**src/rtl/bmalloc_pkg.sv**
```systemverilog
// bitmap allocator package: widths, request codes and register map
package bmalloc_pkg;

  localparam int unsigned MAX_BITS_DEF = 1024;
  localparam int unsigned WORD_W = 64;
  localparam int unsigned OFF_W = 6;
  localparam int unsigned ACT_W = 2;
  localparam int unsigned IDX_W = 10;
  localparam int unsigned SIZE_W = 11;
  localparam int unsigned APB_DW = 32;
  localparam int unsigned PADDR_W = 3;

  localparam logic [ACT_W-1:0] ACT_SET = 2'd0;
  localparam logic [ACT_W-1:0] ACT_CLEAR = 2'd1;
  localparam logic [ACT_W-1:0] ACT_FIND = 2'd2;

  localparam logic REG_BITMAP_SIZE = 1'b0;
  localparam logic [SIZE_W-1:0] SIZE_RESET = 11'd1024;

endpackage

```
**src/rtl/bitmap_allocator.sv**
```systemverilog
// bitmap allocator top level: sequencer, size register and apb port
// A request is taken when start is high and busy is low; its result appears as a
// registered single-cycle done_o beat that cannot be held off. A set or clear in
// range reads the 64-bit word, then modifies and writes it back; a find scans the
// 64-bit words in turn through the single word port of the bitmap store, at most
// ceil(min(bitmap_size, MAX_BITS) / 64) of them; a request that fails at once does
// not touch the store. After reset the store is cleared one word a cycle, all
// ceil(MAX_BITS / 64) words, with busy high.
module bitmap_allocator #(
  parameter int unsigned MAX_BITS = bmalloc_pkg::MAX_BITS_DEF
) (
  input  logic                              clk_i,
  input  logic                              rst_ni,
  input  logic                              start,
  output logic                              busy,
  input  logic [bmalloc_pkg::ACT_W-1:0]     action_i,
  input  logic [bmalloc_pkg::IDX_W-1:0]     bit_index_i,
  output logic                              done_o,
  output logic                              ok_o,
  output logic [bmalloc_pkg::IDX_W-1:0]     found_index_o,
  input  logic                              psel,
  input  logic                              penable,
  input  logic                              pwrite,
  input  logic [bmalloc_pkg::PADDR_W-1:0]   paddr,
  input  logic [bmalloc_pkg::APB_DW-1:0]    pwdata,
  output logic [bmalloc_pkg::APB_DW-1:0]    prdata,
  output logic                              pready
);
  import bmalloc_pkg::*;

  localparam int unsigned NWORDS = (MAX_BITS + WORD_W - 1) / WORD_W;
  localparam int unsigned AW = (NWORDS > 1) ? $clog2(NWORDS) : 1;
  localparam int unsigned MB_W = $clog2(MAX_BITS + 1);
  localparam int unsigned CW = (MB_W > SIZE_W) ? MB_W : SIZE_W;

  localparam logic [1:0] ST_CLR  = 2'd0;
  localparam logic [1:0] ST_IDLE = 2'd1;
  localparam logic [1:0] ST_RMW  = 2'd2;
  localparam logic [1:0] ST_SCAN = 2'd3;

  logic [1:0]        state_q, state_d;
  logic [AW-1:0]     w_q, w_d;
  logic [ACT_W-1:0]  act_q;
  logic [OFF_W-1:0]  bitsel_q;
  logic [SIZE_W-1:0] size_q;
  logic              done_q;
  logic              ok_q;
  logic [IDX_W-1:0]  fidx_q;

  logic              mem_re, mem_we;
  logic [AW-1:0]     mem_addr;
  logic [WORD_W-1:0] mem_wdata, mem_rdata;

  logic [CW-1:0]     size_ext, eff, idx_ext, base, found;
  logic [CW:0]       next_base;
  logic              hit;
  logic [OFF_W-1:0]  off;
  logic              res_v, res_ok;
  logic [IDX_W-1:0]  res_idx;
  logic              cfg_we;

  bmalloc_mem #(
    .DEPTH(NWORDS),
    .AW   (AW)
  ) u_mem (
    .clk_i  (clk_i),
    .re_i   (mem_re),
    .we_i   (mem_we),
    .addr_i (mem_addr),
    .wdata_i(mem_wdata),
    .rdata_o(mem_rdata)
  );

  bmalloc_ffz #(
    .CW(CW)
  ) u_ffz (
    .word_i (mem_rdata),
    .base_i (base),
    .limit_i(eff),
    .hit_o  (hit),
    .off_o  (off)
  );

  always_comb begin
    size_ext  = CW'(size_q);
    eff       = (size_ext > CW'(MAX_BITS)) ? CW'(MAX_BITS) : size_ext;
    idx_ext   = CW'(bit_index_i);
    base      = CW'({w_q, {OFF_W{1'b0}}});
    next_base = {1'b0, base} + (CW + 1)'(WORD_W);
    found     = base + CW'(off);
  end

  always_comb begin
    state_d   = state_q;
    w_d       = w_q;
    mem_re    = 1'b0;
    mem_we    = 1'b0;
    mem_addr  = w_q;
    mem_wdata = '0;
    res_v     = 1'b0;
    res_ok    = 1'b0;
    res_idx   = '0;
    case (state_q)
      ST_CLR: begin
        mem_we = 1'b1;
        if (w_q == AW'(NWORDS - 1)) begin
          w_d     = '0;
          state_d = ST_IDLE;
        end else begin
          w_d = w_q + 1'b1;
        end
      end
      ST_IDLE: begin
        if (start) begin
          case (action_i)
            ACT_SET, ACT_CLEAR: begin
              if (idx_ext < eff) begin
                mem_re   = 1'b1;
                mem_addr = idx_ext[AW+OFF_W-1:OFF_W];
                w_d      = idx_ext[AW+OFF_W-1:OFF_W];
                state_d  = ST_RMW;
              end else begin
                res_v = 1'b1;
              end
            end
            ACT_FIND: begin
              if (eff != '0) begin
                mem_re   = 1'b1;
                mem_addr = '0;
                w_d      = '0;
                state_d  = ST_SCAN;
              end else begin
                res_v = 1'b1;
              end
            end
            default: begin
              res_v = 1'b1;
            end
          endcase
        end
      end
      ST_RMW: begin
        mem_we              = 1'b1;
        mem_wdata           = mem_rdata;
        mem_wdata[bitsel_q] = (act_q == ACT_SET);
        res_v               = 1'b1;
        res_ok              = 1'b1;
        state_d             = ST_IDLE;
      end
      ST_SCAN: begin
        if (hit) begin
          res_v   = 1'b1;
          res_ok  = 1'b1;
          res_idx = found[IDX_W-1:0];
          state_d = ST_IDLE;
        end else if (next_base >= {1'b0, eff}) begin
          res_v   = 1'b1;
          state_d = ST_IDLE;
        end else begin
          mem_re   = 1'b1;
          mem_addr = w_q + 1'b1;
          w_d      = w_q + 1'b1;
        end
      end
      default: begin
        state_d = ST_IDLE;
      end
    endcase
  end

  always_ff @(posedge clk_i or negedge rst_ni) begin
    if (!rst_ni) begin
      state_q <= ST_CLR;
      w_q     <= '0;
      done_q  <= 1'b0;
    end else begin
      state_q <= state_d;
      w_q     <= w_d;
      done_q  <= res_v;
    end
  end

  // request payload held for the read-modify-write, and the result registers
  always_ff @(posedge clk_i) begin
    if (start && state_q == ST_IDLE) begin
      act_q    <= action_i;
      bitsel_q <= idx_ext[OFF_W-1:0];
    end
    if (res_v) begin
      ok_q   <= res_ok;
      fidx_q <= res_idx;
    end
  end

  assign busy          = (state_q != ST_IDLE);
  assign done_o        = done_q;
  assign ok_o          = ok_q;
  assign found_index_o = fidx_q;

  // apb register port
  assign cfg_we = psel && penable && pwrite && (paddr[2] == REG_BITMAP_SIZE);

  always_ff @(posedge clk_i or negedge rst_ni) begin
    if (!rst_ni) begin
      size_q <= SIZE_RESET;
    end else if (cfg_we) begin
      size_q <= pwdata[SIZE_W-1:0];
    end
  end

  assign prdata = (paddr[2] == REG_BITMAP_SIZE) ? APB_DW'(size_q) : '0;
  assign pready = 1'b1;

endmodule

```
**src/rtl/bmalloc_mem.sv**
```systemverilog
// bitmap word store: one port, registered read
module bmalloc_mem #(
  parameter int unsigned DEPTH = 16,
  parameter int unsigned AW = 4
) (
  input  logic                              clk_i,
  input  logic                              re_i,
  input  logic                              we_i,
  input  logic [AW-1:0]                     addr_i,
  input  logic [bmalloc_pkg::WORD_W-1:0]    wdata_i,
  output logic [bmalloc_pkg::WORD_W-1:0]    rdata_o
);
  import bmalloc_pkg::*;

  logic [WORD_W-1:0] mem [DEPTH];
  logic [WORD_W-1:0] rdata_q;

  always_ff @(posedge clk_i) begin
    if (we_i) begin
      mem[addr_i] <= wdata_i;
    end
  end

  always_ff @(posedge clk_i) begin
    if (re_i) begin
      rdata_q <= mem[addr_i];
    end
  end

  assign rdata_o = rdata_q;

endmodule

```
**src/rtl/bmalloc_ffz.sv**
```systemverilog
// find-first-zero over one bitmap word, limited to entries below the size in use
module bmalloc_ffz #(
  parameter int unsigned CW = 11
) (
  input  logic [bmalloc_pkg::WORD_W-1:0] word_i,
  input  logic [CW-1:0]                  base_i,
  input  logic [CW-1:0]                  limit_i,
  output logic                           hit_o,
  output logic [bmalloc_pkg::OFF_W-1:0]  off_o
);
  import bmalloc_pkg::*;

  logic [CW-1:0]     rem;
  logic [WORD_W-1:0] valid;
  logic [WORD_W-1:0] free;

  always_comb begin
    rem = limit_i - base_i;
    if (rem >= CW'(WORD_W)) begin
      valid = '1;
    end else begin
      valid = ~({WORD_W{1'b1}} << rem[OFF_W-1:0]);
    end
    free = ~word_i & valid;
  end

  always_comb begin
    hit_o = |free;
    off_o = '0;
    for (int j = WORD_W - 1; j >= 0; j--) begin
      if (free[j]) begin
        off_o = OFF_W'(j);
      end
    end
  end

endmodule
```
**config.mk**
```make
export PLATFORM = sky130hd
export DESIGN_NAME = bitmap_allocator
export DESIGN_NICKNAME = d
export VERILOG_FILES = /design/src/rtl/bmalloc_pkg.sv /design/src/rtl/bitmap_allocator.sv /design/src/rtl/bmalloc_mem.sv /design/src/rtl/bmalloc_ffz.sv
export SDC_FILE = /design/constraint.sdc
export NUM_CORES = 1
export LEC_CHECK = 0
export CAP_MARGIN = 20
export CORE_UTILIZATION = 50
export CTS_BUF_LIST = sky130_fd_sc_hd__clkbuf_8 sky130_fd_sc_hd__clkbuf_16
export DETAILED_ROUTE_END_ITERATION = 16
export DONT_BUFFER_PORTS = 1
export PLACE_DENSITY = 0.72
export SYNTH_ARGS = -nofsm -noshare
export SYNTH_HDL_FRONTEND = slang
export SYNTH_SLANG_ARGS = --single-unit
export TNS_END_PERCENT = 1
```
**constraint.sdc**
```tcl
create_clock -name clk_i -period 24.1 [get_ports clk_i]
set_input_delay 1.205 -clock clk_i [delete_from_list [all_inputs] [get_ports clk_i]]
set_output_delay 1.205 -clock clk_i [all_outputs]
set_load 0.02 [all_outputs]
```
Yosys cells after proc, flatten, opt, wreduce, memory -nomap -nowiden
Memory sizes are Yosys's and may differ from the RTL's. A register that Yosys moved wholly into a read port is not among the register bits.
Cells that the tools add are included.
{"block": "totals", "regBits": 37, "ram_bits": 1024, "in_bits": 53, "wordCells": 159, "memories": 1}
{"name": "u_mem.mem", "words": 16, "word_bits": 64, "read_ports": 1, "rd_ports_with_merged_regs": 1, "write_ports": 1, "line_no": "bmalloc_mem.sv:15", "rtl": "logic [WORD_W-1:0] mem [DEPTH];"}
{"block": "classes", "addsub": 4, "n_lt_le_gt_ge": 6, "eq_ne": 13, "shifts": 1, "mux": 107, "bitwise": 4, "n_reduce_logical": 15}
{"cell": "$mux W6", "count": 64}
{"cell": "$mux W64", "count": 2}
{"cell": "$not A64 Y64", "count": 2}
{"cell": "$and A64 B64 Y64", "count": 1}
{"cell": "$bwmux W64", "count": 1}
{"cell": "$reduce_or A64 Y1", "count": 1}
{"cell": "$shl A64 B6 Y64 const A", "count": 1}
{"cell": "$mux W4", "count": 6}
{"cell": "$mux W11", "count": 2}
{"cell": "$pmux W4 S2", "count": 2}
{"cell": "$mux W1", "count": 15}
{"cell": "$mux W2", "count": 6}
{"cell": "$pmux W4 S3", "count": 1}
{"cell": "$add A10 B7 Y11 const B", "count": 1}
{"cell": "$ge A11 B11 Y1", "count": 1}
{"cell": "$ge A11 B7 Y1 const B", "count": 1}
{"cell": "$gt A11 B11 Y1 const B", "count": 1}
{"cell": "$lt A10 B11 Y1", "count": 1}
{"cell": "$reduce_bool A11 Y1", "count": 1}
{"cell": "$sub A11 B10 Y11", "count": 1}
{"cell": "$add A10 B6 Y10", "count": 1}
{"cell": "$ne A3 B3 Y1 const B", "count": 3}
{"cell": "$pmux W1 S2", "count": 4}
{"cell": "$pmux W2 S4", "count": 1}
{"cell": "other kinds (19)", "count": 30}

Logic depth before layout (Yosys ltp)
{"block": "depth", "ltp_word": 72, "depth_mapped": 25}

Modules after synthesis
A second synthesis with hierarchy kept.
{"block": "hier_totals", "hier_cells": 2554, "hier_area_um2": 46345.7}
{"module": "bmalloc_mem", "n_inst": 1, "cells_per_inst": 1648, "area_each_um2": 40158.5, "seq_area_each_um2": 32671.3}
{"module": "bitmap_allocator", "n_inst": 1, "cells_per_inst": 507, "area_each_um2": 3703.6, "seq_area_each_um2": 1022.2}
{"module": "bmalloc_ffz", "n_inst": 1, "cells_per_inst": 399, "area_each_um2": 2483.6, "seq_area_each_um2": 0.0}

Least setup slack after synthesis
No wires, ideal clock.
{"block": "synth_timing", "path_type": "register -> register", "from": "register size_q[10], in the netlist size_ext[10]", "to": "memory u_mem.mem[6][0], enable pin", "setup_time_ns": 0.487, "t_arrival_ns": 7.474, "required_time_ns": 23.613, "path_slack_ns": 16.139, "path_stages_with_launch": 23, "synth_period_minus_slack_ns": 7.961, "path_cell_list": "dfstp_2 inv_1 clkbuf_1 nand2_1 ha_1 inv_1 ha_1 or3_1 o221ai_2 xnor2_4 and4_1 buf_4 a21oi_2 or4_1 nor4_4 a41o_1 a21oi_1 nor2_1 and3_1 buf_2 clkbuf_1 inv_1 nor2_1"}
{"block": "synth_via", "elab_chain_len": 10}
{"element": "from (decl)", "line_no": "bitmap_allocator.sv:45", "rtl": "logic [SIZE_W-1:0] size_q;"}
{"element": "from (signal assigned)", "line_no": "bitmap_allocator.sv:207", "rtl": "size_q <= pwdata[SIZE_W-1:0];"}
{"element": "$gt A11 B11 Y1", "line_no": "bitmap_allocator.sv:86", "rtl": "eff = (size_ext > CW'(MAX_BITS)) ? CW'(MAX_BITS) : size_ext;"}
{"element": "$mux W11 *", "line_no": "bitmap_allocator.sv:86"}
{"element": "$sub A11 B10 Y11", "line_no": "bmalloc_ffz.sv:18", "rtl": "rem = limit_i - base_i;"}
{"element": "$shl A64 B6 Y64", "line_no": "bmalloc_ffz.sv:22", "rtl": "valid = ~({WORD_W{1'b1}} << rem[OFF_W-1:0]);"}
{"element": "$not A64 Y64", "line_no": "bmalloc_ffz.sv:22"}
{"element": "$mux W64", "line_no": "bmalloc_ffz.sv:19", "rtl": "if (rem >= CW'(WORD_W)) begin"}
{"element": "$and A64 B64 Y64", "line_no": "bmalloc_ffz.sv:24", "rtl": "free = ~word_i & valid;"}
{"element": "$reduce_or A64 Y1", "line_no": "bmalloc_ffz.sv:28", "rtl": "hit_o = |free;"}
{"element": "$mux W4"}
{"element": "$pmux W4 S2 *", "line_no": "bitmap_allocator.sv:103", "rtl": "case (state_q)"}
{"element": "to (decl)", "line_no": "bmalloc_mem.sv:15"}
Mark *: on every way between the ends. The rest lies on a longest branch, timed or not.

Worst setup path after layout
{"block": "layout_timing", "from": "register size_q[10], in the netlist size_ext[10]", "to": "register u_mem.rdata_q[25], in the netlist u_mem.rdata_o[25], read port of u_mem.mem (data pin)"}
{"block": "layout_via", "elab_chain_len": 10}
{"element": "$gt A11 B11 Y1", "line_no": "bitmap_allocator.sv:86"}
{"element": "$mux W11 *", "line_no": "bitmap_allocator.sv:86"}
{"element": "$sub A11 B10 Y11", "line_no": "bmalloc_ffz.sv:18"}
{"element": "$shl A64 B6 Y64", "line_no": "bmalloc_ffz.sv:22"}
{"element": "$not A64 Y64", "line_no": "bmalloc_ffz.sv:22"}
{"element": "$mux W64", "line_no": "bmalloc_ffz.sv:19"}
{"element": "$and A64 B64 Y64", "line_no": "bmalloc_ffz.sv:24"}
{"element": "$reduce_or A64 Y1", "line_no": "bmalloc_ffz.sv:28"}
{"element": "$mux W4 or $mux W1 (tied branches)"}
{"element": "$pmux W4 S2 or $pmux W1 S2 (tied branches)", "line_no": "bitmap_allocator.sv:103"}
{"element": "to (decl)", "line_no": "bmalloc_mem.sv:16", "rtl": "logic [WORD_W-1:0] rdata_q;"}
Marks and branches as above.
A chain may end at the register's enable or synchronous reset.

==> impl_metrics.py <==
metrics = {
    "yosys": {
        "synthesis.area_sq_mm": 0.04817,
        "yosys_warnings": 0,
        "ys.flop_type": "edfxtp_1",
        "synth_top_family_by_area": "multiplexers",
        "yosysTopAreaCell": "edfxtp_1",
        "synth_compound_area_share_pct": 8.148,
        "synth_simple_gate_area_share_pct": 5.821,
        "async_reset_ff_share_pct": 1.600,
        "ys_seq_area_share_pct": 69.94,
        "yosys.area_share.adder_pct": 0.4935,
        "ys_ff_latch": 1125,
        "avgSynthCellArea_sq_um": 15.01,
        "synthTopCellsByArea": "edfxtp_1 (69%), mux2i_1 (9.3%), a21oi_1 (2.3%)",
        "synth.area.mux_share_pct": 12.58,
        "synth-edff-count": 1107,
        "synth_cell_types": 80,
        "synth_xor_area_share_pct": 0.1117,
        "yosys.area.top_type_share_pct": 69.01,
        "syn_inst": 3209,
    },
    "clock_network": {
        "holdBufCountCts": 0,
        "ctsRootBufferMaster": "clkbuf_16",
        "post_cts_buffers": 0,
        "clock_path_buffers": 3,
        "cts.clk_slew.worst_paths_ns": 0.06,
        "cts_tree": "built",
        "htreeDepth": 3,
        "ctsResizeCount": 0,
        "cts_buffers": 107,
        "clk_latency_ns": 0.70,
        "clock-sinks": 1125,
    },
    "floorplanning": {
        "row_count": 113,
        "num_io_pins": 99,
        "fp.dieArea_sq_mm": 0.09759,
        "die_w_um": 312.4,
        "die_y_um": 312.4,
        "coreArea_sq_mm": 0.09515,
        "initial_core_util_pct": 50.63,
    },
    "drt": {
        "antenna_left": 0,
        "drt_pass1_iterations": 8,
        "wl_per_cell_um": 25.50,
        "drc": 0,
        "via_count": 28060,
        "vias_per_cell": 6.146,
        "drtIter0Drc": 3189,
        "totalWireLength_mm": 116.4,
    },
    "place": {
        "io_buffers": 0,
        "place_ws_ns": 14.62,
        "place_hpwl_mm": 65.47,
        "place.gp.congestion": 0.9728,
        "dpl-instance-area_sq_mm": 0.04931,
    },
    "layout": {
        "fin_nets": 3283,
        "n_fill_cell": 7257,
        "layout-drive-gt1-share_pct": 11.37,
        "syn2layout_area_growth_pct": 10.36,
        "final_common_cell": "edfxtp_1",
        "layout_common_cells": "edfxtp_1 (1107), mux2i_1 (449), a21oi_1 (220)",
        "post-route-cell-area_sq_mm": 0.05316,
    },
    "critical_path": {
        "crit_type": "flop to flop",
        "max_stage_delay_ns": 0.81,
        "critPathMostFrequentCell": "buf_4",
        "cp.depth": 22,
        "cp_top_family": "buffers and inverters",
        "slowest_stage": "dfstp_2",
        "critical_path_required_ns": 24.46,
        "r2r_cells": 22,
        "path_buf_inv": 6,
        "end_kind": "flop",
        "start_kind": "flop",
        "path_max_fanout": 72,
        "path_cells": "inv_1 -> nand2_1 -> ha_1 -> inv_1 -> ha_1 -> or3_1 -> o221ai_2 -> xnor2_4 -> buf_4 -> and3_1 -> a21oi_1 -> or4_1 -> nor4_4 -> nand4_1 -> a21boi_2 -> a2bb2oi_4 -> buf_4 -> buf_4 -> buf_4 -> mux2i_1 -> a32oi_1 -> o221ai_1",
        "crit_arrival_ns": 10.04,
    },
    "power": {
        "power.density_mw_per_mm2": 121.3,
        "fin_total_pwr_w": 0.006451,
        "vdd_ir_drop_max_uv": 126.1,
        "leakage_nw": 18.55,
    },
    "timing": {
        "fin_ws_ns": 14.43,
        "max_clock_freq_mhz": 103.4,
        "hold_viol_final": 0,
        "skew_ns": 0.03011,
        "setup_viol": 0,
        "tightest_slew_ns": 1.133,
        "slew_headroom_pct": 24.49,
        "setup-tns-final_ns": 0,
        "rsz0062_at_grt": "no",
        "hold_ws_ns": 0.1991,
        "slew_violations": 0,
        "min_period_ns": 9.673,
        "finalCritPeriodShare_pct": 40.14,
    },
    "global_routing": {
        "grt_max_degree": 168,
        "antenna_found_initial": 7,
        "grt-ovfl-total": 0,
        "grt_pass1_wl_mm": 169.7,
        "grtUsageTotal_pct": 23.55,
        "grt_pass1_vias": 26290,
    },
    "run": {
        "cap_violations": 0,
    },
    "status": {
        "outcome": "finished, final reports clean",
    },
    "worst_hold_path": {
        "hp-class": "input port to async pin",
    },
}
-- path summary, 6_finish.rpt --
| kind | start | endpoint | slack [ns] |
|---|---|---|---|
| setup / recovery | size_ext[10]$_DFFE_PN1P_ | u_mem.rdata_o[25]$_DFFE_PP_ | 14.43 |
| hold / removal | rst_ni | state_q[0]$_DFFE_PN0P_ | 0.20 |
| setup reg to reg | size_ext[10]$_DFFE_PN1P_ | u_mem.rdata_o[25]$_DFFE_PP_ | 14.43 |
| hold reg to reg | size_ext[8]$_DFFE_PN0P_ | size_ext[8]$_DFFE_PN0P_ | 0.59 |
| max in group asynchronous | rst_ni | size_ext[10]$_DFFE_PN1P_ | 23.72 |
| min in group clk_i | size_ext[8]$_DFFE_PN0P_ | size_ext[8]$_DFFE_PN0P_ | 0.59 |
-- through the flow --
| stage | std cells | utilization (%) |
|---|---|---|
| 6_report | 4565 | 55.87 |
| 5_1_grt | 4564 | 55.87 |
| 4_1_cts | 4525 | 55.54 |
| 3_5_place_dp | 4328 | 51.82 |
| 3_3_place_gp | 4323 | 51.78 |
| 2_1_floorplan | 3229 | - |
-- sequential cells by signal (all words and copies together) (netlist names) --
| name | flops |
|---|---|
| w_q | 4 |
| size_ext | 11 |
| u_mem.rdata_o | 64 |
| u_mem.mem | 1024 |
| state_q | 2 |
| act_q | 2 |
| found_index_o | 10 |
| bitsel_q | 6 |
| ok_o | 1 |
| done_o | 1 |
-- cells in the mapped netlist (all sizes together) (4+ instances only) --
| cell type | number |
|---|---|
| a2111oi | 4 |
| a211oi | 4 |
| a21boi | 4 |
| a21o | 12 |
| a21oi | 222 |
| a311oi | 5 |
| a31oi | 11 |
| a32oi | 64 |
| a41o | 6 |
| a41oi | 43 |
| and2 | 8 |
| and3 | 10 |
| and3b | 5 |
| buf | 132 |
| clkbuf | 98 |
| dfrtp | 17 |
| edfxtp | 1107 |
| ha | 19 |
| inv | 29 |
| mux2 | 139 |
| mux2i | 449 |
| nand2 | 206 |
| nand2b | 5 |
| nand3 | 76 |
| nand3b | 5 |
| nand4 | 6 |
| nor2 | 213 |
| nor2b | 18 |
| nor3 | 19 |
| nor3b | 7 |
| nor4 | 14 |
| o211ai | 6 |
| o21ai | 104 |
| o21bai | 10 |
| o221ai | 65 |
| o31ai | 6 |
| or2 | 7 |
| or3 | 7 |
| or3b | 5 |
| or4 | 4 |
-- layout make-up --
class	count	area (sq um)	share of cell area, %
Sequential cell	1125	33690	63.38
Multi-Input combinational cell	1845	13390	25.19
Clock buffer	110	2719	5.114
Tap cell	1265	1583	2.977
Timing Repair Buffer	103	843.3	1.586
Clock inverter	87	820.8	1.544
Inverter	29	108.9	0.2048
Antenna cell	1	2.502	0.004707
-- routing by layer --
layer	global-route usage [%]	part of all wire, %	vias to the layer above
met3	4.877	9.4	225
met1	33.35	42	14000
li1	-	-	12490
met5	0	0.050	-
met2	36.25	46	1335
met4	8.222	3.1	8
-- power by group --
part | internal [W] | total, W | switching [W]
logic | 0.000777 | 0.00221 | 0.00143
registers | 0.00245 | 0.00257 | 0.000120
clock network | 0.000968 | 0.00168 | 0.000708
-- cell families (layout without fill, tap and decap cells) --
kind of cell | after synthesis | count (layout)
AOI/OAI and AO/OA | 592 | 592
xor gates and xnor gates | 4 | 4
adders and majority gates | 19 | 19
buffers and inverters | 259 | 329
DFF | 1125 | 1125
muxes | 588 | 588
other | 2 | 23
and+or+nand+nor | 620 | 620
No activity file was read; power rests on OpenSTA's default activity.
